`config.mk`:
```
export PLATFORM = sky130hd
export DESIGN_NAME = justified_row_layout_flat
export DESIGN_NICKNAME = d
export VERILOG_FILES = /design/src/rtl/jrl_pkg.sv /design/src/rtl/jrl_in_if.sv /design/src/rtl/jrl_out_if.sv /design/src/rtl/jrl_cfg_if.sv /design/src/rtl/jrl_ctrl.sv /design/src/rtl/jrl_dp.sv /design/src/rtl/justified_row_layout.sv /design/src/flat_wrapper.sv
export SDC_FILE = /design/constraint.sdc
export NUM_CORES = 2
export LEC_CHECK = 0
export ABC_AREA = 1
export BUFFER_PORTS_ARGS = -buffer_cell sky130_fd_sc_hd__buf_2
export CAP_MARGIN = 0
export CORE_ASPECT_RATIO = 1.4
export CORE_MARGIN = 8
export CORE_UTILIZATION = 50
export DETAILED_ROUTE_END_ITERATION = 10
export PLACE_DENSITY = 0.78
export SYNTH_ARGS = -nofsm -noshare
export SYNTH_HDL_FRONTEND = slang
export SYNTH_SLANG_ARGS = --single-unit
```
`constraint.sdc`:
```
create_clock -name clk -period 8.9 [get_ports clk]
set_input_delay 0.89 -clock clk [delete_from_list [all_inputs] [get_ports clk]]
set_output_delay 0.89 -clock clk [all_outputs]
set_load 0.02 [all_outputs]
```
`src/rtl/jrl_pkg.sv`:
```
`timescale 1ns / 1ps
// ----------------------------------------------------------------------------
// jrl_pkg: shared definitions for the justified row layout block
// Widths, register indexes, reset values and the command and status types
// that join the controller to the datapath.
// ----------------------------------------------------------------------------
package jrl_pkg;

  // Row buffer depth and the widths that follow from it.
  localparam int MAX_ROW_ITEMS = 16;
  localparam int FILL_W = $clog2(MAX_ROW_ITEMS + 1);
  localparam int K_W    = $clog2(MAX_ROW_ITEMS);
  localparam int SUM_W  = $clog2(MAX_ROW_ITEMS * 32768 + 1);
  localparam int MA_W   = SUM_W + 12;
  localparam int MB_W   = 16;
  localparam int MR_W   = MA_W + MB_W;
  localparam int NAT_W  = MA_W + 1;

  // Fixed field widths.
  localparam int ASPECT_W = 16;
  localparam int IDX_W    = 20;
  localparam int Q24_W    = 24;
  localparam int CFG_IDX_W  = 8;
  localparam int CFG_DATA_W = 16;
  localparam int DIV_N      = 32;
  localparam int DIV_CNT_W  = $clog2(DIV_N);

  // Aspect limits in Q4.12.
  localparam logic [ASPECT_W-1:0] ASPECT_ONE = 16'd4096;
  localparam logic [ASPECT_W-1:0] ASPECT_MIN = 16'd512;
  localparam logic [ASPECT_W-1:0] ASPECT_MAX = 16'd32768;

  // Register limits and reset values.
  localparam logic [15:0] VIEWPORT_MIN   = 16'd64;
  localparam logic [11:0] ROW_H_MIN      = 12'd16;
  localparam logic [15:0] VIEWPORT_RESET = 16'd1024;
  localparam logic [11:0] ROW_H_RESET    = 12'd200;
  localparam logic [7:0]  GAP_RESET      = 8'd8;
  localparam logic [15:0] STRETCH_RESET  = 16'd6144;
  localparam logic [15:0] AVAIL_MIN      = 16'd32;

  // Register indexes.
  localparam logic [CFG_IDX_W-1:0] CFG_VIEWPORT    = 8'd0;
  localparam logic [CFG_IDX_W-1:0] CFG_ROW_HEIGHT  = 8'd1;
  localparam logic [CFG_IDX_W-1:0] CFG_GAP         = 8'd2;
  localparam logic [CFG_IDX_W-1:0] CFG_MAX_STRETCH = 8'd3;

  // Datapath operations.
  typedef enum logic [3:0] {
    OP_NOP,
    OP_LOAD,
    OP_MUL_NEXT,
    OP_MUL_SUM,
    OP_PUSH,
    OP_F_MUL1,
    OP_F_MUL2,
    OP_F_KEEP,
    OP_DIV_STEP,
    OP_F_H,
    OP_T_MUL,
    OP_T_EMIT,
    OP_F_END,
    OP_FIN
  } dp_op_t;

  typedef struct packed {
    dp_op_t op;
    logic   final_row;
  } dp_cmd_t;

  typedef struct packed {
    logic fill_zero;
    logic fill_full;
    logic nat_ge;
    logic tie_ok;
    logic keep;
    logic div_last;
    logic k_last;
    logic pend_valid;
    logic out_free;
    logic last_item;
  } dp_status_t;

  typedef struct packed {
    logic [IDX_W-1:0] image_index;
    logic [Q24_W-1:0] tile_x;
    logic [Q24_W-1:0] tile_y;
    logic [Q24_W-1:0] tile_width;
    logic [Q24_W-1:0] tile_height;
    logic             last_of_run;
    logic             layout_done;
    logic [Q24_W-1:0] gallery_height;
  } tile_t;

endpackage

```
`src/rtl/jrl_in_if.sv`:
```
`timescale 1ns / 1ps
// ----------------------------------------------------------------------------
// jrl_in_if: image input channel
// Carries one sanitisable aspect ratio and the end-of-gallery mark per item.
// ----------------------------------------------------------------------------
interface jrl_in_if;
  logic        valid;
  logic        ready;
  logic [15:0] aspect;
  logic        last_image;

  modport source (output valid, output aspect, output last_image, input ready);
  modport sink   (input valid, input aspect, input last_image, output ready);
endinterface

```
`src/rtl/jrl_out_if.sv`:
```
`timescale 1ns / 1ps
// ----------------------------------------------------------------------------
// jrl_out_if: tile output channel
// Carries one placed tile per item.
// ----------------------------------------------------------------------------
interface jrl_out_if;
  logic        valid;
  logic        ready;
  logic [19:0] image_index;
  logic [23:0] tile_x;
  logic [23:0] tile_y;
  logic [23:0] tile_width;
  logic [23:0] tile_height;
  logic        last_of_run;
  logic        layout_done;
  logic [23:0] gallery_height;

  modport source (output valid, output image_index, output tile_x, output tile_y,
                  output tile_width, output tile_height, output last_of_run,
                  output layout_done, output gallery_height, input ready);
  modport sink   (input valid, input image_index, input tile_x, input tile_y,
                  input tile_width, input tile_height, input last_of_run,
                  input layout_done, input gallery_height, output ready);
endinterface

```
`src/rtl/jrl_cfg_if.sv`:
```
`timescale 1ns / 1ps
// ----------------------------------------------------------------------------
// jrl_cfg_if: configuration write channel
// Carries a register index and the data to write there.
// ----------------------------------------------------------------------------
interface jrl_cfg_if;
  logic        valid;
  logic        ready;
  logic [7:0]  index;
  logic [15:0] data;

  modport source (output valid, output index, output data, input ready);
  modport sink   (input valid, input index, input data, output ready);
endinterface

```
`src/rtl/jrl_ctrl.sv`:
```
`timescale 1ns / 1ps
// ----------------------------------------------------------------------------
// jrl_ctrl: layout sequencer
// Walks each item through the full-row check, the fit decision, the push
// and up to two row flushes, issuing one datapath command per cycle.
// ----------------------------------------------------------------------------
module jrl_ctrl (
  input  logic                 clk,
  input  logic                 rst_n,
  input  logic                 in_valid,
  output logic                 in_ready,
  output jrl_pkg::dp_cmd_t     cmd,
  input  jrl_pkg::dp_status_t  status
);

  typedef enum logic [3:0] {
    S_IDLE, S_FULLCHK, S_DMUL_N, S_DMUL_S, S_DCMP, S_PUSH, S_F_MUL1, S_F_MUL2,
    S_F_KEEP, S_DIV, S_F_H, S_T_MUL, S_T_EMIT, S_F_END, S_LASTCHK, S_FIN
  } state_t;

  // What the current flush or push leads on to.
  typedef enum logic [2:0] {
    PH_FULL, PH_PTF, PH_FTP, PH_PONLY, PH_FINAL
  } phase_t;

  state_t state_r, state_nxt;
  phase_t phase_r, phase_nxt;

  assign in_ready = (state_r == S_IDLE);

  // Next state and command.
  always_comb begin
    state_nxt     = state_r;
    phase_nxt     = phase_r;
    cmd.op        = jrl_pkg::OP_NOP;
    cmd.final_row = (phase_r == PH_FINAL);
    unique case (state_r)
      S_IDLE: begin
        if (in_valid) begin
          cmd.op    = jrl_pkg::OP_LOAD;
          state_nxt = S_FULLCHK;
        end
      end
      S_FULLCHK: begin
        if (status.fill_full) begin
          phase_nxt = PH_FULL;
          state_nxt = S_F_MUL1;
        end else begin
          state_nxt = S_DMUL_N;
        end
      end
      S_DMUL_N: begin
        cmd.op    = jrl_pkg::OP_MUL_NEXT;
        state_nxt = S_DMUL_S;
      end
      S_DMUL_S: begin
        cmd.op    = jrl_pkg::OP_MUL_SUM;
        state_nxt = S_DCMP;
      end
      S_DCMP: begin
        if (status.nat_ge && !status.fill_zero && !status.tie_ok) begin
          phase_nxt = PH_FTP;
          state_nxt = S_F_MUL1;
        end else if (status.nat_ge) begin
          phase_nxt = PH_PTF;
          state_nxt = S_PUSH;
        end else begin
          phase_nxt = PH_PONLY;
          state_nxt = S_PUSH;
        end
      end
      S_PUSH: begin
        cmd.op    = jrl_pkg::OP_PUSH;
        state_nxt = (phase_r == PH_PTF) ? S_F_MUL1 : S_LASTCHK;
      end
      S_F_MUL1: begin
        cmd.op    = jrl_pkg::OP_F_MUL1;
        state_nxt = S_F_MUL2;
      end
      S_F_MUL2: begin
        cmd.op    = jrl_pkg::OP_F_MUL2;
        state_nxt = S_F_KEEP;
      end
      S_F_KEEP: begin
        cmd.op    = jrl_pkg::OP_F_KEEP;
        state_nxt = status.keep ? S_F_H : S_DIV;
      end
      S_DIV: begin
        cmd.op = jrl_pkg::OP_DIV_STEP;
        if (status.div_last) begin
          state_nxt = S_F_H;
        end
      end
      S_F_H: begin
        cmd.op    = jrl_pkg::OP_F_H;
        state_nxt = S_T_MUL;
      end
      S_T_MUL: begin
        cmd.op    = jrl_pkg::OP_T_MUL;
        state_nxt = S_T_EMIT;
      end
      S_T_EMIT: begin
        if (!status.pend_valid || status.out_free) begin
          cmd.op    = jrl_pkg::OP_T_EMIT;
          state_nxt = status.k_last ? S_F_END : S_T_MUL;
        end
      end
      S_F_END: begin
        cmd.op = jrl_pkg::OP_F_END;
        unique case (phase_r)
          PH_FULL:  state_nxt = S_DMUL_N;
          PH_FTP:   state_nxt = S_PUSH;
          PH_FINAL: state_nxt = S_FIN;
          default:  state_nxt = S_LASTCHK;
        endcase
      end
      S_LASTCHK: begin
        if (status.last_item) begin
          phase_nxt = PH_FINAL;
          state_nxt = status.fill_zero ? S_FIN : S_F_MUL1;
        end else begin
          state_nxt = S_FIN;
        end
      end
      S_FIN: begin
        if (!status.pend_valid || status.out_free) begin
          cmd.op    = jrl_pkg::OP_FIN;
          state_nxt = S_IDLE;
        end
      end
      default: state_nxt = S_IDLE;
    endcase
  end

  // State register.
  always_ff @(posedge clk) begin
    if (!rst_n) begin
      state_r <= S_IDLE;
      phase_r <= PH_PONLY;
    end else begin
      state_r <= state_nxt;
      phase_r <= phase_nxt;
    end
  end

endmodule

```
`src/rtl/jrl_dp.sv`:
```
`timescale 1ns / 1ps
// ----------------------------------------------------------------------------
// jrl_dp: layout datapath
// Holds the registers, the open row, the shared multiplier, the radix-2
// divider for the row scale and the pending and output tile registers.
// ----------------------------------------------------------------------------
module jrl_dp (
  input  logic                              clk,
  input  logic                              rst_n,
  input  jrl_pkg::dp_cmd_t                  cmd,
  output jrl_pkg::dp_status_t               status,
  input  logic                              cfg_we,
  input  logic [jrl_pkg::CFG_IDX_W-1:0]     cfg_index,
  input  logic [jrl_pkg::CFG_DATA_W-1:0]    cfg_data,
  input  logic [jrl_pkg::ASPECT_W-1:0]      in_aspect,
  input  logic                              in_last,
  input  logic                              out_ready,
  output logic                              out_valid,
  output jrl_pkg::tile_t                    out_tile
);

  localparam int SUM_W = jrl_pkg::SUM_W;
  localparam int MA_W  = jrl_pkg::MA_W;
  localparam int MB_W  = jrl_pkg::MB_W;
  localparam int MR_W  = jrl_pkg::MR_W;
  localparam int NAT_W = jrl_pkg::NAT_W;
  localparam int FILL_W = jrl_pkg::FILL_W;
  localparam int K_W   = jrl_pkg::K_W;
  localparam int Q24_W = jrl_pkg::Q24_W;
  localparam int IDX_W = jrl_pkg::IDX_W;
  localparam int GT_W  = 8 + FILL_W + 1;

  // Registers of the configuration port.
  logic [15:0] vw_r;
  logic [11:0] rh_r;
  logic [7:0]  gap_r;
  logic [15:0] ms_r;

  // Item and row state.
  logic [15:0]            aspect_r;
  logic                   last_r;
  logic [15:0]            row_aspects_r [jrl_pkg::MAX_ROW_ITEMS];
  logic [FILL_W-1:0]      fill_r;
  logic [SUM_W-1:0]       sum_r;
  logic [Q24_W-1:0]       cursor_r;
  logic [IDX_W-1:0]       counter_r;

  // Working registers.
  logic [MR_W-1:0]        mul_r;
  logic [NAT_W-1:0]       nat_r;
  logic [MA_W-1:0]        prod_r;
  logic [15:0]            avail_r;
  logic                   keep_r;
  logic                   final_r;
  logic [SUM_W-1:0]       rem_r;
  logic [jrl_pkg::DIV_N-1:0] quo_r;
  logic [jrl_pkg::DIV_CNT_W-1:0] div_cnt_r;
  logic [Q24_W-1:0]       h_r;
  logic [Q24_W-1:0]       x_r;
  logic [IDX_W-1:0]       base_r;
  logic [K_W-1:0]         k_r;
  jrl_pkg::tile_t         pend_r;
  logic                   pend_v_r;
  jrl_pkg::tile_t         out_r;
  logic                   out_v_r;

  // Zero becomes 1.0, everything else is clamped to 0.125 .. 8.
  function automatic logic [15:0] sanitize(input logic [15:0] a);
    logic [15:0] s;
    if (a == 16'd0) begin
      s = jrl_pkg::ASPECT_ONE;
    end else if (a < jrl_pkg::ASPECT_MIN) begin
      s = jrl_pkg::ASPECT_MIN;
    end else if (a > jrl_pkg::ASPECT_MAX) begin
      s = jrl_pkg::ASPECT_MAX;
    end else begin
      s = a;
    end
    return s;
  endfunction

  // Gap terms, in pixels and in Q8.4.
  logic [GT_W-1:0]  gap_n1, gap_n2;
  logic [11:0]      gap16;
  assign gap_n1 = GT_W'(gap_r) * (GT_W'(fill_r) + GT_W'(1));
  assign gap_n2 = GT_W'(gap_r) * (GT_W'(fill_r) + GT_W'(2));
  assign gap16  = {gap_r, 4'b0};

  // Fit decision on the natural widths with and without the new item.
  logic [NAT_W-1:0] prev_c;
  logic [NAT_W:0]   pair_c, vp2_c;
  logic [NAT_W-1:0] vp_c;
  assign vp_c   = NAT_W'({vw_r, 12'b0});
  assign prev_c = NAT_W'(mul_r[MA_W-1:0]) + NAT_W'({gap_n1, 12'b0});
  assign pair_c = (NAT_W + 1)'(nat_r) + (NAT_W + 1)'(prev_c);
  assign vp2_c  = {vp_c, 1'b0};

  // Available width after the gaps, never below the floor.
  logic [16:0] gap_px_c;
  logic [15:0] avail_c;
  assign gap_px_c = 17'(gap_n1);
  assign avail_c  = (17'(vw_r) < gap_px_c + 17'(jrl_pkg::AVAIL_MIN)) ?
                    jrl_pkg::AVAIL_MIN : 16'(17'(vw_r) - gap_px_c);

  // Stretch limits, both exact.
  logic keep_c;
  assign keep_c = (MR_W'({avail_r, 24'b0}) > mul_r) ||
                  (final_r && (MA_W'({avail_r, 12'b0}) > prod_r));

  // One restoring division step.
  logic [SUM_W:0]   trial_c;
  logic             take_c;
  assign trial_c = {rem_r, quo_r[jrl_pkg::DIV_N-1]};
  assign take_c  = (trial_c >= {1'b0, sum_r});

  // Shared multiplier.
  logic [MA_W-1:0] mul_a;
  logic [MB_W-1:0] mul_b;
  logic [MR_W-1:0] mul_res;
  always_comb begin
    mul_a = MA_W'(sum_r);
    mul_b = MB_W'(rh_r);
    unique case (cmd.op)
      jrl_pkg::OP_MUL_NEXT: mul_a = MA_W'(sum_r) + MA_W'(aspect_r);
      jrl_pkg::OP_F_MUL2: begin
        mul_a = mul_r[MA_W-1:0];
        mul_b = ms_r;
      end
      jrl_pkg::OP_T_MUL: begin
        mul_a = MA_W'(h_r);
        mul_b = row_aspects_r[k_r];
      end
      default: begin
        mul_a = MA_W'(sum_r);
        mul_b = MB_W'(rh_r);
      end
    endcase
  end
  assign mul_res = MR_W'(mul_a) * MR_W'(mul_b);

  // Tile being formed and the saturated next x.
  logic [27:0]      w_raw;
  logic [Q24_W-1:0] w_sat;
  logic [25:0]      x_sum;
  logic [Q24_W-1:0] x_next;
  logic [25:0]      cy_sum;
  logic [Q24_W-1:0] cy_next;
  jrl_pkg::tile_t   new_tile;
  jrl_pkg::tile_t   fin_tile;
  assign w_raw   = mul_r[39:12];
  assign w_sat   = (|w_raw[27:24]) ? {Q24_W{1'b1}} : w_raw[Q24_W-1:0];
  assign x_sum   = 26'(x_r) + 26'(w_sat) + 26'(gap16);
  assign x_next  = (|x_sum[25:24]) ? {Q24_W{1'b1}} : x_sum[Q24_W-1:0];
  assign cy_sum  = 26'(cursor_r) + 26'(h_r) + 26'(gap16);
  assign cy_next = (|cy_sum[25:24]) ? {Q24_W{1'b1}} : cy_sum[Q24_W-1:0];

  always_comb begin
    new_tile              = '0;
    new_tile.image_index  = base_r + IDX_W'(k_r);
    new_tile.tile_x       = x_r;
    new_tile.tile_y       = cursor_r;
    new_tile.tile_width   = w_sat;
    new_tile.tile_height  = h_r;
  end

  // The last tile of an item carries the run and gallery marks.
  always_comb begin
    fin_tile                = pend_r;
    fin_tile.last_of_run    = 1'b1;
    fin_tile.layout_done    = last_r;
    fin_tile.gallery_height = last_r ? cursor_r : '0;
  end

  logic out_free;
  assign out_free = !out_v_r || out_ready;

  // The pending tile moves on to the output register.
  logic out_load;
  assign out_load = pend_v_r &&
                    ((cmd.op == jrl_pkg::OP_T_EMIT) || (cmd.op == jrl_pkg::OP_FIN));

  // Status to the controller.
  always_comb begin
    status.fill_zero  = (fill_r == '0);
    status.fill_full  = (fill_r == FILL_W'(jrl_pkg::MAX_ROW_ITEMS));
    status.nat_ge     = (nat_r >= vp_c);
    status.tie_ok     = (pair_c <= vp2_c);
    status.keep       = keep_c;
    status.div_last   = (div_cnt_r == jrl_pkg::DIV_CNT_W'(jrl_pkg::DIV_N - 1));
    status.k_last     = ((FILL_W'(k_r) + FILL_W'(1)) == fill_r);
    status.pend_valid = pend_v_r;
    status.out_free   = out_free;
    status.last_item  = last_r;
  end

  assign out_valid = out_v_r;
  assign out_tile  = out_r;

  // Configuration, row state, cursor and the tile handshake.
  always_ff @(posedge clk) begin
    if (!rst_n) begin
      vw_r      <= jrl_pkg::VIEWPORT_RESET;
      rh_r      <= jrl_pkg::ROW_H_RESET;
      gap_r     <= jrl_pkg::GAP_RESET;
      ms_r      <= jrl_pkg::STRETCH_RESET;
      fill_r    <= '0;
      sum_r     <= '0;
      cursor_r  <= '0;
      counter_r <= '0;
      pend_v_r  <= 1'b0;
      out_v_r   <= 1'b0;
    end else begin
      if (cfg_we) begin
        unique case (cfg_index)
          jrl_pkg::CFG_VIEWPORT:
            vw_r <= (cfg_data < jrl_pkg::VIEWPORT_MIN) ? jrl_pkg::VIEWPORT_MIN : cfg_data;
          jrl_pkg::CFG_ROW_HEIGHT:
            rh_r <= (cfg_data[11:0] < jrl_pkg::ROW_H_MIN) ? jrl_pkg::ROW_H_MIN :
                    cfg_data[11:0];
          jrl_pkg::CFG_GAP:         gap_r <= cfg_data[7:0];
          jrl_pkg::CFG_MAX_STRETCH: ms_r  <= cfg_data;
          default: ;
        endcase
      end
      out_v_r <= out_load || (out_v_r && !out_ready);
      unique case (cmd.op)
        jrl_pkg::OP_PUSH: begin
          fill_r    <= fill_r + FILL_W'(1);
          sum_r     <= sum_r + SUM_W'(aspect_r);
          counter_r <= counter_r + IDX_W'(1);
        end
        jrl_pkg::OP_F_H: begin
          if (cursor_r == '0) begin
            cursor_r <= Q24_W'(gap16);
          end
        end
        jrl_pkg::OP_T_EMIT: begin
          pend_v_r <= 1'b1;
        end
        jrl_pkg::OP_F_END: begin
          cursor_r <= cy_next;
          fill_r   <= '0;
          sum_r    <= '0;
        end
        jrl_pkg::OP_FIN: begin
          pend_v_r <= 1'b0;
          if (last_r) begin
            fill_r    <= '0;
            sum_r     <= '0;
            cursor_r  <= '0;
            counter_r <= '0;
          end
        end
        default: ;
      endcase
    end
  end

  // Working registers and tile payloads.
  always_ff @(posedge clk) begin
    unique case (cmd.op)
      jrl_pkg::OP_LOAD: begin
        aspect_r <= sanitize(in_aspect);
        last_r   <= in_last;
      end
      jrl_pkg::OP_MUL_NEXT: mul_r <= mul_res;
      jrl_pkg::OP_MUL_SUM: begin
        nat_r <= NAT_W'(mul_r[MA_W-1:0]) + NAT_W'({gap_n2, 12'b0});
        mul_r <= mul_res;
      end
      jrl_pkg::OP_PUSH: row_aspects_r[fill_r[K_W-1:0]] <= aspect_r;
      jrl_pkg::OP_F_MUL1: begin
        mul_r   <= mul_res;
        avail_r <= avail_c;
        final_r <= cmd.final_row;
      end
      jrl_pkg::OP_F_MUL2: begin
        prod_r <= mul_r[MA_W-1:0];
        mul_r  <= mul_res;
      end
      jrl_pkg::OP_F_KEEP: begin
        keep_r    <= keep_c;
        rem_r     <= '0;
        quo_r     <= {avail_r, 16'b0};
        div_cnt_r <= '0;
      end
      jrl_pkg::OP_DIV_STEP: begin
        rem_r     <= take_c ? SUM_W'(trial_c - {1'b0, sum_r}) : trial_c[SUM_W-1:0];
        quo_r     <= {quo_r[jrl_pkg::DIV_N-2:0], take_c};
        div_cnt_r <= div_cnt_r + jrl_pkg::DIV_CNT_W'(1);
      end
      jrl_pkg::OP_F_H: begin
        h_r    <= keep_r ? Q24_W'({rh_r, 4'b0}) : quo_r[Q24_W-1:0];
        x_r    <= Q24_W'(gap16);
        k_r    <= '0;
        base_r <= counter_r - IDX_W'(fill_r);
      end
      jrl_pkg::OP_T_MUL: mul_r <= mul_res;
      jrl_pkg::OP_T_EMIT: begin
        if (pend_v_r) begin
          out_r <= pend_r;
        end
        pend_r <= new_tile;
        x_r    <= x_next;
        k_r    <= k_r + K_W'(1);
      end
      jrl_pkg::OP_FIN: begin
        if (pend_v_r) begin
          out_r <= fin_tile;
        end
      end
      default: ;
    endcase
  end

endmodule

```
`src/rtl/justified_row_layout.sv`:
```
`timescale 1ns / 1ps
// ----------------------------------------------------------------------------
// justified_row_layout: justified gallery row packer
// Packs image aspect ratios greedily into rows and emits one placed tile
// per image when a row closes.
// ----------------------------------------------------------------------------
// One item is taken at a time. An item that only joins the open row is
// loaded, checked against a full row, tested for fit and pushed; every row
// it closes adds the scale tests, the divider when the row is scaled (one
// quotient bit a cycle), a pass through the shared multiplier per tile and
// a cursor update. Each item that causes tiles ends with last_of_run on its
// final tile, and the last tile of a gallery carries layout_done and the
// total height. The configuration port is always ready.
module justified_row_layout (
  input  logic         clk,
  input  logic         rst_n,
  jrl_in_if.sink       in_if,
  jrl_out_if.source    out_if,
  jrl_cfg_if.sink      cfg_if
);

  jrl_pkg::dp_cmd_t    cmd;
  jrl_pkg::dp_status_t status;
  jrl_pkg::tile_t      tile;

  assign cfg_if.ready = 1'b1;

  // Sequencer.
  jrl_ctrl u_ctrl (
    .clk      (clk),
    .rst_n    (rst_n),
    .in_valid (in_if.valid),
    .in_ready (in_if.ready),
    .cmd      (cmd),
    .status   (status)
  );

  // Datapath.
  jrl_dp u_dp (
    .clk       (clk),
    .rst_n     (rst_n),
    .cmd       (cmd),
    .status    (status),
    .cfg_we    (cfg_if.valid),
    .cfg_index (cfg_if.index),
    .cfg_data  (cfg_if.data),
    .in_aspect (in_if.aspect),
    .in_last   (in_if.last_image),
    .out_ready (out_if.ready),
    .out_valid (out_if.valid),
    .out_tile  (tile)
  );

  // Tile fields onto the output channel.
  assign out_if.image_index    = tile.image_index;
  assign out_if.tile_x         = tile.tile_x;
  assign out_if.tile_y         = tile.tile_y;
  assign out_if.tile_width     = tile.tile_width;
  assign out_if.tile_height    = tile.tile_height;
  assign out_if.last_of_run    = tile.last_of_run;
  assign out_if.layout_done    = tile.layout_done;
  assign out_if.gallery_height = tile.gallery_height;

endmodule

```
`src/flat_wrapper.sv`:
```
// flat-port wrapper written by rule: the top's interface ports become plain ports
module justified_row_layout_flat 
  (clk, rst_n, in_if_valid, in_if_aspect, in_if_last_image, in_if_ready, out_if_valid, out_if_image_index, out_if_tile_x, out_if_tile_y, out_if_tile_width, out_if_tile_height, out_if_last_of_run, out_if_layout_done, out_if_gallery_height, out_if_ready, cfg_if_valid, cfg_if_index, cfg_if_data, cfg_if_ready);
  jrl_in_if in_if_i ();
  jrl_out_if out_if_i ();
  jrl_cfg_if cfg_if_i ();
  input  logic clk;
  input  logic rst_n;
  input wire logic [$bits(in_if_i.valid)-1:0] in_if_valid;
  input wire logic [$bits(in_if_i.aspect)-1:0] in_if_aspect;
  input wire logic [$bits(in_if_i.last_image)-1:0] in_if_last_image;
  output wire logic [$bits(in_if_i.ready)-1:0] in_if_ready;
  output wire logic [$bits(out_if_i.valid)-1:0] out_if_valid;
  output wire logic [$bits(out_if_i.image_index)-1:0] out_if_image_index;
  output wire logic [$bits(out_if_i.tile_x)-1:0] out_if_tile_x;
  output wire logic [$bits(out_if_i.tile_y)-1:0] out_if_tile_y;
  output wire logic [$bits(out_if_i.tile_width)-1:0] out_if_tile_width;
  output wire logic [$bits(out_if_i.tile_height)-1:0] out_if_tile_height;
  output wire logic [$bits(out_if_i.last_of_run)-1:0] out_if_last_of_run;
  output wire logic [$bits(out_if_i.layout_done)-1:0] out_if_layout_done;
  output wire logic [$bits(out_if_i.gallery_height)-1:0] out_if_gallery_height;
  input wire logic [$bits(out_if_i.ready)-1:0] out_if_ready;
  input wire logic [$bits(cfg_if_i.valid)-1:0] cfg_if_valid;
  input wire logic [$bits(cfg_if_i.index)-1:0] cfg_if_index;
  input wire logic [$bits(cfg_if_i.data)-1:0] cfg_if_data;
  output wire logic [$bits(cfg_if_i.ready)-1:0] cfg_if_ready;
  assign in_if_i.valid = in_if_valid;
  assign in_if_i.aspect = in_if_aspect;
  assign in_if_i.last_image = in_if_last_image;
  assign in_if_ready = in_if_i.ready;
  assign out_if_valid = out_if_i.valid;
  assign out_if_image_index = out_if_i.image_index;
  assign out_if_tile_x = out_if_i.tile_x;
  assign out_if_tile_y = out_if_i.tile_y;
  assign out_if_tile_width = out_if_i.tile_width;
  assign out_if_tile_height = out_if_i.tile_height;
  assign out_if_last_of_run = out_if_i.last_of_run;
  assign out_if_layout_done = out_if_i.layout_done;
  assign out_if_gallery_height = out_if_i.gallery_height;
  assign out_if_i.ready = out_if_ready;
  assign cfg_if_i.valid = cfg_if_valid;
  assign cfg_if_i.index = cfg_if_index;
  assign cfg_if_i.data = cfg_if_data;
  assign cfg_if_ready = cfg_if_i.ready;
  justified_row_layout u_core (.clk(clk), .rst_n(rst_n), .in_if(in_if_i), .out_if(out_if_i), .cfg_if(cfg_if_i));
endmodule
```
# Word-level counts from Yosys, hierarchy flattened
# Memory sizes are Yosys's and may differ from the RTL's. A register that Yosys moved wholly into a read port is not among the register bits.
# Cells that the tools add are included.
dict set report word_totals {
  ff_bits 665
  mem_bits_rw 256
  in_bits 46
  output_inout_bits 145
  word_cells 223
  n_memories 1
}
# memory depth width rd rd_ports_with_merged_regs wr line_no
set memory_table {}
lappend memory_table {u_core.u_dp.row_aspects_r 16 16 1 1 1 jrl_dp.sv:42} ;# logic [15:0] row_aspects_r [jrl_pkg::MAX_ROW_ITEMS];
dict set report op_classes {
  addsub 21
  multipliers 3
  magnitude_cmp 10
  n_eq_ne 47
  muxes 54
  n_reduce_logical 44
}
# cell count
set op_table {}
lappend op_table {{142-bit two-way mux} 2}
lappend op_table {{142-bit case mux with 2 select lines} 1}
lappend op_table {{24-bit two-way mux} 6}
lappend op_table {{32-bit case mux with 3 select lines} 1}
lappend op_table {{20-bit case mux with 2 select lines} 2}
lappend op_table {{24-bit case mux with 3 select lines} 1}
lappend op_table {{32-bit by 26-bit adder with 33-bit output} 2}
lappend op_table {{32-bit case mux with 2 select lines} 1}
lappend op_table {{4-bit case mux with 16 select lines} 1}
lappend op_table {{20-bit case mux with 3 select lines} 1}
lappend op_table {{4-bit equality test, second input constant} 14}
lappend op_table {{25-bit by 12-bit adder with 26-bit output} 2}
lappend op_table {{4-bit case mux with 13 select lines} 1}
lappend op_table {{24-bit by 24-bit adder with 25-bit output} 2}
lappend op_table {{40-bit by 48-bit greater-than comparator with 1-bit output} 1}
lappend op_table {{32-bit by 16-bit multiplier with 48-bit output} 1}
lappend op_table {{16-bit two-way mux} 3}
lappend op_table {{24-bit case mux with 2 select lines} 1}
lappend op_table {{20-bit two-way mux} 2}
lappend op_table {{4-bit two-way mux} 10}
lappend op_table {{33-bit by 33-bit adder with 34-bit output} 1}
lappend op_table {{34-bit by 29-bit <= comparator with 1-bit output} 1}
lappend op_table {{33-bit by 28-bit >= comparator with 1-bit output} 1}
lappend op_table {{4-bit by 3-bit equality test with 1-bit output, second input constant} 8}
lappend op_table {{64 further kinds} 113}

# Depth between registers and ports, before layout
dict set report depth {
  word_depth 9
  depth_mapped 48
  ltp_nobuf 48
}

# Modules after synthesis
# A second synthesis with hierarchy kept.
dict set report unflattened {
  hier_cells 7167
  hier_area_um2 66277.3
}
# module n_inst cells_per_inst area_per_inst_um2
set by_module_without_submodules {}
lappend by_module_without_submodules {jrl_dp 1 7024 65535.4}
lappend by_module_without_submodules {jrl_ctrl 1 141 730.7}
lappend by_module_without_submodules {justified_row_layout 1 2 11.3}

# Least setup slack after synthesis
# Ideal clock, no wire load.
dict set report synth_path {
  path_type {register -> register}
  from {register u_core.u_dp.aspect_r[0]}
  to {register u_core.u_dp.mul_r[38], data pin}
  setup_ns 0.258
  arrival_ns 7.376
  slack_ns 1.266
  stages_incl_launch_ff 41
  path_buffers 1
  path_cell_list {edfxtp_1 -> ha_1 -> fa_1 -> nand3_1 -> nand2_1 -> nand2_1 -> nand2_1 -> nand2_1 -> nand2_1 -> nand3_1 -> nand2_1 -> a21oi_1 -> xnor2_1 -> nand2_1 -> nand3_1 -> buf_2 -> nand2_1 -> fa_1 -> [... 5 more ...] -> fa_1 -> inv_1 -> fa_1 -> inv_1 -> fa_1 -> ha_1 -> nand2_1 -> nor2_1 -> inv_1 -> o21ai_0 -> nand2_1 -> nand3_1 -> a21oi_1 -> o21ai_0 -> nand2_1 -> nand2_1 -> a21oi_1 -> xnor2_1}
}
dict set report synth_between {
  elab_chain_len 3
}
# item line_no
set synth_rtl {}
lappend synth_rtl {{start: declaration} jrl_dp.sv:40} ;# logic [15:0] aspect_r;
lappend synth_rtl {{start signal: assignment} jrl_dp.sv:263} ;# aspect_r <= sanitize(in_aspect);
lappend synth_rtl {{20-bit by 16-bit adder with 21-bit output} jrl_dp.sv:124} ;# jrl_pkg::OP_MUL_NEXT: mul_a = MA_W'(sum_r) + MA_W'(aspect_r);
lappend synth_rtl {{32-bit case mux with 3 select lines} jrl_dp.sv:123} ;# unique case (cmd.op)
lappend synth_rtl {{32-bit by 16-bit multiplier with 48-bit output} jrl_dp.sv:139} ;# assign mul_res = MR_W'(mul_a) * MR_W'(mul_b);
lappend synth_rtl {{net u_core.u_dp.mul_res[38]} jrl_dp.sv:119} ;# logic [MR_W-1:0] mul_res;
lappend synth_rtl {{end signal: assignment} jrl_dp.sv:266} ;# jrl_pkg::OP_MUL_NEXT: mul_r <= mul_res;
lappend synth_rtl {{end signal: assignment} jrl_dp.sv:269} ;# mul_r <= mul_res;
lappend synth_rtl {{end signal: assignment} jrl_dp.sv:273} ;# mul_r <= mul_res;
lappend synth_rtl {{end: declaration} jrl_dp.sv:49} ;# logic [MR_W-1:0] mul_r;
# The timed path passes the listed nets, and every way through them passes these cells.
# A chain may end at the register's enable or synchronous reset.

==> metrics.txt <==
Syn. warnings=0; Max Freq=118 MHz; TritonCTS clock tree=done; first-pass GRT wire length=296 mm; Overall Global Routing Usage=0.270; Yosys reg bits=925; Least-Margin Pin Slew=1.23 ns; CORE AREA=129000 sq um; Post-DP Area=68600 sq um; dpl ws=0.242 ns; area of the die=142000 sq um; initial antenna violation count=7; FF-to-FF End=u_core.u_dp.mul_r[38]; maximum vdd ir drop=0.140 mV; critical path depth in cells=31; GRT overflow=0; top cell type by total area after synthesis=edfxtp_1; final hold violation count=0; synthesized area=64900 sq um; Layout fillers=11000; # setup viols final=0; setup slack after layout=0.410 ns; Critical Path Sink=u_core.u_dp.mul_r[38]; root buf cell=clkbuf_16; Port Buffer Count=189; Comb pwr share=0.205; vias in the first global route=51600; RSZ-0062 raised after global routing=no; share of the synthesized area in the top cell type=0.366; synth cell count leaders=1376 x nand2_1, 1115 x inv_1, 791 x edfxtp_1; clk_skew=0.0446 ns; critical-path maximum fanout=136; WL per Instance=21.8 um; vias per cell=5.65; HPWL after DPL=152 mm; r2r setup slk=0.41 ns; switching share of power=0.304; worst endpoint required time=9.35 ns; design area=71700 sq um; Max clock buf depth=3; largest net degree at the start of global routing=137; Util after Layout=0.556; Initial Utilization=0.503; Critical path buffers and inverters=7; Die H=442 um; CP peak stage delay=0.84 ns; fin crit period=8.49 ns; Iteration-0 DRC Markers=4258; status=completed; Num CTS Buffers=83; critical path startpoint category=flop; Mapped Cells=6856; Critical Path AT=8.94 ns; Post-synth ARST share=0; detailed-route via count=50400; Sink Count=925; Net Count, Synth=7859; Worst setup EP type=flop; share of layout cells above drive strength 1=0.0841; Final ANT Viol Nets=0; syn avg cell area=9.47 sq um; overall power=11200 uW; area grow syn2layout=10.4%; most frequent cell on the critical path=fa_1; Tcrit/Tclk final=0.954; Seq/Total Area, Yosys=0.407; Worst Setup Path Type=reg2reg; CP max stage cell=o21ai_0; Setup TNS Final=0 ns; nets@finish=8112; leakage=0.0314 uW; P_int=7780 uW; power per cell area=156 nW/um^2; EDFF count, synth=791; clock share of power=0.343; Ports=191; ys flop type=edfxtp_1; Slew headroom=0.176; reported max-cap violation count=0; H-Tree Level Count=3; Pins Over Slew Limit=0; top-count cell post-synth=nand2_1; row count=156; clock slew at reported path FFs=0.07 ns; Reg power frac=0.451; Synth cell types=67; NetSw=3400 uW; DR pass1 iterations=6; Horiz. Die Dim=321 um; RD Place Congestion=1.02; crit-path leading delay family=adder cells; Worst Reg-to-Reg Cells=31; synth top area cells=edfxtp_1 37%, fa_1 16%, ha_1 8.7%; hold crit path type=reg2reg; DRT Wirelength=195 mm; Clock Latency Late Sink=0.70 ns; DRC Markers=0
==> cells in the final DEF (no fill, tap or decap), drive strengths merged, types with 101 or more instances in the layout <==
cell type | netlist | final
nand2 | 1384 | 1384
inv | 1129 | 1136
edfxtp | 791 | 791
nor2 | 582 | 582
fa | 507 | 507
a21oi | 489 | 489
ha | 450 | 450
buf | 109 | 379
o21ai | 290 | 290
nand3 | 230 | 230
dfxtp | 134 | 134
xor2 | 125 | 125
clkbuf | 102 | 101
==> worst reg2reg max path: cells and delay by family, from the launching register on <==
family | cells | cell delay, ns
XOR/XNOR | 1 | 0.15
AO/OA/AOI/OAI | 9 | 2.63
adder cells (fa/ha/maj) | 7 | 3.10
AND/OR/NAND/NOR | 7 | 0.89
buffers and inverters | 7 | 1.14
flip-flops | 1 | 0.36
==> stage by stage <==
stage | instances | hold WS [ns]
2_1_floorplan | 6856 | 0.400
3_3_place_gp | 8752 | 0.400
3_5_place_dp | 8752 | 0.405
4_1_cts | 8902 | 0.393
5_1_grt | 8915 | 0.394
6_report | 8920 | 0.408
==> power by group through the flow <==
stage	logic, uW	clock network (uW)	registers (uW)
2_1_floorplan	1510	0	5040
3_3_place_gp	2190	0	5140
3_5_place_dp	2230	0	5140
4_1_cts	2250	3870	5050
5_1_grt	2550	4020	5040
6_report	2300	3830	5050
==> registers in the layout (all words and copies together), names as in the netlist, 20 cells and up, named ones only <==
signal,count
u_core.u_dp.x_r,24
u_core.u_dp.out_tile,142
u_core.u_dp.base_r,20
u_core.u_dp.sum_r,20
u_core.u_dp.cursor_r,24
u_core.u_dp.nat_r,33
u_core.u_dp.counter_r,20
u_core.u_dp.mul_r,48
u_core.u_dp.prod_r,32
u_core.u_dp.row_aspects_r,256
u_core.u_dp.fin_tile,116
u_core.u_dp.rem_r,20
u_core.u_dp.h_r,24
u_core.u_dp.quo_r,32
==> how the worst min path moves through the flow <==
stage,start,endpoint,slack (ns),cells past startpoint
2_1_floorplan,u_core.u_dp.fin_tile[100],u_core.u_dp.out_tile[100],0.40,0
3_3_place_gp,u_core.u_dp.fin_tile[132],u_core.u_dp.out_tile[132],0.40,0
3_5_place_dp,u_core.u_dp.fin_tile[116],u_core.u_dp.out_tile[116],0.40,0
4_1_cts,in_if_aspect[15],u_core.u_dp.aspect_r[15],0.39,1
5_1_grt,u_core.u_dp.fin_tile[118],u_core.u_dp.out_tile[118],0.39,0
6_report,u_core.u_dp.fin_tile[118],u_core.u_dp.out_tile[118],0.41,0
==> timing repair <==
action,in CTS,in global routing
endpoints found under the setup margin,0,29
gates resized for setup,0,20
buffers inserted,0,10
hold buffers,0,0
==> area by class of cell <==
type                    instances  area [sq um]  share of cell area
inverters                    1143          4300              0.0600
clock inverters                49           711             0.00991
well taps                    1738          2170              0.0303
flip-flops and latches        925         26400               0.369
repair buffers                379          2460              0.0343
multi-input cells            4577         33400               0.466
clock buffers                 101          2160              0.0302
diodes                          8          20.0            0.000279
==> per-layer routing <==
| metal | share of wire | vias to the layer above | wire [um] | global-route usage |
|---|---|---|---|---|
| met2 | 0.48 | 2449 | 93900 | 0.460 |
| met3 | 0.074 | 728 | 14400 | 0.0441 |
| met5 | 0.000051 | - | 10 | 0 |
| met4 | 0.087 | 2 | 17000 | 0.197 |
| met1 | 0.36 | 24300 | 69200 | 0.306 |
| li1 | - | 22900 | - | - |
==> kinds of logic after synthesis <==
group,synth area share
AOI/OAI and AO/OA,0.0894
muxes,0.00224
and+or+nand+nor,0.150
xor gates and xnor gates,0.0281
adders and majority gates,0.243
buffers and inverters,0.0804
DFF,0.407
other,0.0000578
No activity file was read; power rests on OpenSTA's default activity.
